File: src/hdl/adl_pkg.sv
// ----------------------------------------------------------------------------
// adl_pkg: archive directory lookup shared definitions
// Widths, field positions, codes and the types passed along the cell chain.
// ----------------------------------------------------------------------------
`default_nettype none

package adl_pkg;

   localparam int MAX_ENTRIES = 256;

   localparam int WORD_W      = 32;
   localparam int SLOT_W      = 8;
   localparam int BLOCK_W     = 17;
   localparam int COUNT_W     = 9;
   localparam int ADDR_W      = 49;
   localparam int STATUS_W    = 2;

   localparam int CSR_INDEX_W = 1;
   localparam int CSR_DATA_W  = BLOCK_W;

   // request tdata layout, lowest bit first
   localparam int SLOT_LO     = 0;
   localparam int HASH_LO     = SLOT_LO + SLOT_W;
   localparam int OFFS_LO     = HASH_LO + WORD_W;
   localparam int SIZE_LO     = OFFS_LO + WORD_W;
   localparam int START_LO    = SIZE_LO + WORD_W;
   localparam int END_LO      = START_LO + WORD_W;
   localparam int CAP_LO      = END_LO + WORD_W;
   localparam int REQ_BITS    = CAP_LO + WORD_W;
   localparam int REQ_DATA_W  = ((REQ_BITS + 7) / 8) * 8;

   // response tdata layout, lowest bit first
   localparam int ADDR_LO     = 0;
   localparam int LEN_LO      = ADDR_LO + ADDR_W;
   localparam int FSIZE_LO    = LEN_LO + WORD_W;
   localparam int RSP_BITS    = FSIZE_LO + WORD_W;
   localparam int RSP_DATA_W  = ((RSP_BITS + 7) / 8) * 8;
   localparam int RSP_PAD_W   = RSP_DATA_W - RSP_BITS;

   localparam logic REQ_LOAD   = 1'b0;
   localparam logic REQ_LOOKUP = 1'b1;

   localparam logic [STATUS_W-1:0] ST_OK             = 2'd0;
   localparam logic [STATUS_W-1:0] ST_NOT_FOUND      = 2'd1;
   localparam logic [STATUS_W-1:0] ST_TOO_SMALL      = 2'd2;
   localparam logic [STATUS_W-1:0] ST_START_PAST_END = 2'd3;

   localparam logic [CSR_INDEX_W-1:0] CSR_BLOCK_SIZE  = 1'b0;
   localparam logic [CSR_INDEX_W-1:0] CSR_ENTRY_COUNT = 1'b1;

   typedef struct packed {
      logic [WORD_W-1:0] hash;
      logic [WORD_W-1:0] offset;
      logic [WORD_W-1:0] size;
   } entry_type;

   typedef struct packed {
      logic              valid;
      logic [WORD_W-1:0] hash;
      logic              found;
      logic [WORD_W-1:0] offset;
      logic [WORD_W-1:0] size;
   } tok_type;

endpackage

`default_nettype wire

File: src/hdl/adl_cell.sv
// ----------------------------------------------------------------------------
// adl_cell: one directory slot of the lookup chain
// Holds one entry and passes the lookup token to the next cell each cycle,
// marking the first matching entry on the way.
// ----------------------------------------------------------------------------
`default_nettype none

module adl_cell
   import adl_pkg::*;
(
   input  wire logic      clock,
   input  wire logic      reset,
   input  wire logic      wr_en,
   input  wire entry_type wr_entry,
   input  wire logic      active,
   input  wire tok_type   up_tok,
   output tok_type        down_tok
);

   entry_type entry_ff;
   tok_type   tok_ff;
   tok_type   tok_in;

   always_comb begin
      tok_in = up_tok;
      if (up_tok.valid && !up_tok.found && active && (entry_ff.hash == up_tok.hash)) begin
         tok_in.found  = 1'b1;
         tok_in.offset = entry_ff.offset;
         tok_in.size   = entry_ff.size;
      end
   end

   always_ff @(posedge clock) begin
      if (wr_en) begin
         entry_ff <= wr_entry;
      end
   end

   always_ff @(posedge clock) begin
      if (reset) begin
         tok_ff.valid <= 1'b0;
      end else begin
         tok_ff <= tok_in;
      end
   end

   assign down_tok = tok_ff;

endmodule

`default_nettype wire

File: config.mk
export PLATFORM = sky130hd
export DESIGN_NAME = adl_cell
export DESIGN_NICKNAME = d
export VERILOG_FILES = /design/src/hdl/adl_pkg.sv /design/src/hdl/adl_cell.sv
export SDC_FILE = /design/constraint.sdc
export NUM_CORES = 1
export LEC_CHECK = 0
export ABC_CLOCK_PERIOD_IN_PS = 3150
export BUFFER_PORTS_ARGS = -buffer_cell sky130_fd_sc_hd__buf_2
export CAP_MARGIN = 20
export CELL_PAD_IN_SITES_DETAIL_PLACEMENT = 1
export CELL_PAD_IN_SITES_GLOBAL_PLACEMENT = 1
export CORE_MARGIN = 2
export CORE_UTILIZATION = 40
export CTS_BUF_LIST = sky130_fd_sc_hd__clkbuf_8
export DETAILED_ROUTE_END_ITERATION = 16
export GPL_TIMING_DRIVEN = 0
export PLACE_DENSITY = 0.85
export RECOVER_POWER = 25
export REMOVE_ABC_BUFFERS = 1
export SLEW_MARGIN = 20
export SYNTH_ARGS = -nofsm -noshare
export SYNTH_HDL_FRONTEND = slang
export SYNTH_SLANG_ARGS = --single-unit
export TNS_END_PERCENT = 20
File: constraint.sdc
create_clock -name clock -period 3.15 [get_ports clock]
set_input_delay 0.315 -clock clock [delete_from_list [all_inputs] [get_ports clock]]
set_output_delay 0.315 -clock clock [all_outputs]
set_load 0.03 [all_outputs]
==> impl_metrics.csv <==
group,metric,value,unit
critical_path,r2r-end,"down_tok[4]",
hold_path,hp-start,"wr_entry[27]",
placed_design,place_congestion,0.743,
routing,drc,0,
job,maxCapViolCount,1,
critical_path,worst_r2r_startpoint,"entry_ff[70]",
routing,firstDrtPassIters,4,
logic_synthesis,synthCells,312,
die,core,0.0172,mm^2
timing,slew_headroom,-0.587,
global_routing,antenna_found_initial,1,
timing,clock_skew,0.0154,ns
placed_design,place_hpwl,13.1,mm
placed_design,portBuffers,295,
clock_network,h-tree-depth,4,
layout,nets,853,
die,die_width,136,um
routing,wl_met3,1.31,mm
layout,layout.cells.non_filler,894,
run_status,outcome,"finished with violations",
layout,final_common_cell,"buf_2",
routing,first_iter_violations,163,
logic_synthesis,syn_area,0.00698,mm^2
routing,wl_met2,9.51,mm
critical_path,setup.worst_path.class,"register to register",
global_routing,grt_pass1_wl,25.7,mm
logic_synthesis,yosysSeqAreaShare,0.833,
timing,whs,0.0424,ns
timing,max_freq,0.335,GHz
critical_path,critPathMaxFanout,12,
die,num_rows,48,
routing,drtAntennaViolNets,0,
clock_network,path_clk_slew,0.10,ns
clock_network,root_buffer,"clkbuf_8",
routing,routed_wl,17.5,mm
global_routing,grt_usage,0.189,
hold_path,hp-class,"input pin to register",
timing,tightestPinTransition,2.38,ns
layout,fin_area,0.00943,mm^2
global_routing,grt_overflow_total,0,
pwr,power_density,569,mW/mm^2
global_routing,grt_pass1_vias,4721,
critical_path,cp_slowest_cell,"nor4_1",
critical_path,worstPathCellList,"xor2_1 > nor4_1 > nand4_1 > nor4_4 > buf_4 > buf_4 > buf_8 > buf_4 > mux2_2",
pwr,p_leak,0.00374,uW
timing,post-route-period-util,0.946,
routing,dr.max_layer_used,"met4",
critical_path,r2r_cells,9,
placed_design,dp.cells,833,
routing,vias_per_cell,4.69,
timing,setup_viol,0,
routing,wl_met1,6.28,mm
routing,num_vias,4189,
logic_synthesis,ys_types,18,
logic_synthesis,yosysWarnings,0,
critical_path,critPathLaunchType,"register",
clock_network,ctsResizeCount,0,
hold_path,whs_endpoint,"entry_ff[27]",
logic_synthesis,syn_area_per_cell,22.4,um^2
routing,wl_per_cell,19.6,um
pwr,vdd_ir_drop_max,295,uV
die,die_h,136,um
placed_design,postPlaceCellArea,0.00880,mm^2
run_status,violations,"max-capacitance violations, max-slew violations",
logic_synthesis,ys_seq_elements,194,
hold_path,hold_depth,1,
global_routing,grt_max_degree,59,
die,die_area,0.0185,mm^2
critical_path,end_kind,"register",
layout,final_layout_size_suffix_gt1_frac,0.470,
timing,drv_slew,39,
clock_network,cts_buffers,17,
clock_network,clock_sinks,194,
clock_network,cts_tree,"built",
layout,syn_to_final_growth,35.0,%
critical_path,cp.buffers_inverters,4,
clock_network,clkLatencyLatePin,0.45,ns
timing,hold_violations,0,
die,pin_count,296,
critical_path,cp_slowest_stage_delay,0.42,ns
critical_path,r2r_slack,0.17,ns
clock_network,cts.path.max_buffers,2,
die,start_util,0.407,
layout,final_cell_mix,"259 x buf_2, 193 x edfxtp_1, 49 x mux2_1",
timing,layout_min_cycle_time,2.98,ns
critical_path,arrival,3.18,ns
critical_path,required,3.35,ns
critical_path,critPathMostFrequentCell,"buf_4",
critical_path,critPathTopFamily,"simple AND/OR/NAND/NOR gates",
==> metrics by stage <==
| step | total power [uW] | setup slack, ns | TNS [ns] | utilization |
|---|---|---|---|---|
| after floorplan | 3470 | -2.15 | -134.39 | - |
| after global routing | 5570 | -0.0114 | -0.0156 | 0.549 |
| after global placement | 3740 | -4.49 | -323.12 | 0.505 |
| after detailed placement | 3780 | 0.0706 | 0 | 0.513 |
| final | 5370 | 0.169 | 0 | 0.549 |
| after CTS | 5420 | 0.119 | 0 | 0.543 |
==> synthesized netlist by cell type <==
cell	count	area, um^2
mux2_1	49	552
buf_4	1	7.51
nor3_1	1	5.00
xnor2_1	5	43.8
nand4b_1	1	8.76
nor4_2	1	12.5
xor2_1	27	236
nand3_1	1	5.00
nand4_1	2	12.5
dfxtp_1	1	20.0
edfxtp_1	193	5800
buf_6	5	56.3
or2_2	1	6.26
nor2b_1	1	6.26
mux2_2	15	169
nor4_1	6	37.5
inv_1	1	3.75
buf_2	1	5.00
==> worst max path at each step <==
stage / startpoint / slack [ns] / end / cells past startpoint
CTS: entry_ff[85] / 0.12 / down_tok[26] / 8
finish: entry_ff[70] / 0.17 / down_tok[4] / 9
global placement: up_tok[92] / -4.49 / down_tok[1] / 6
global route: entry_ff[70] / -0.01 / down_tok[28] / 9
detailed placement: up_tok[71] / 0.07 / down_tok[26] / 9
floorplan: entry_ff[74] / -2.15 / down_tok[0] / 5
==> routing by layer <==
| metal | global-route usage | vias to the layer above |
|---|---|---|
| met5 | 0 | - |
| met4 | 0.0735 | 0 |
| met3 | 0.0570 | 30 |
| met2 | 0.348 | 205 |
| met1 | 0.203 | 2044 |
| li1 | - | 1910 |
==> worst register-to-register path, cell delays in order, from the launching register on <==
cell and delay, ns:
edfxtp_1 0.40, xor2_1 0.17, nor4_1 0.42, nand4_1 0.23, nor4_4 0.37, buf_4 0.19, buf_4 0.21, buf_8 0.18
buf_4 0.21, mux2_2 0.38
==> registers in the layout, indices dropped and copies added (netlist names) <==
name	count
down_tok	98
entry_ff	96
==> report_power, final <==
part / total [uW] / switching, uW / leakage (uW) / internal [uW]
combinational: 607 / 385 / 0.00164 / 222
clock: 1630 / 854 / 0.000201 / 779
sequential: 3130 / 62.2 / 0.00190 / 3060
total: 5370 / 1300 / 0.00374 / 4060
==> timing repair <==
action                     in CTS  in global routing
hold endpoints to repair       12                 14
hold buffers                   12                 14
setup buffers                   0                  2
setup endpoints to repair       0                  3
==> kinds of logic (layout without fill, tap and decap cells) <==
kind of cell / count (synthesis) / after routing / synth area share
flops: 194 / 194 / 0.833
mux: 64 / 64 / 0.103
xor+xnor: 32 / 32 / 0.0401
simple gates: 14 / 14 / 0.0134
buf+inv: 8 / 364 / 0.0104
other cells: 0 / 1 / 0
==> cell type report <==
class                      count  area (um^2)
fill                        1695         7750
sequential                   194         5820
timing repair buffer         331         1820
multi-input combinational    110         1100
tap                          225          282
clock buffer                  17          234
clock inverter                15          166
inverter                       1         8.76
antenna                        1         2.50
Note: power is estimated with default switching activity, not from simulation.
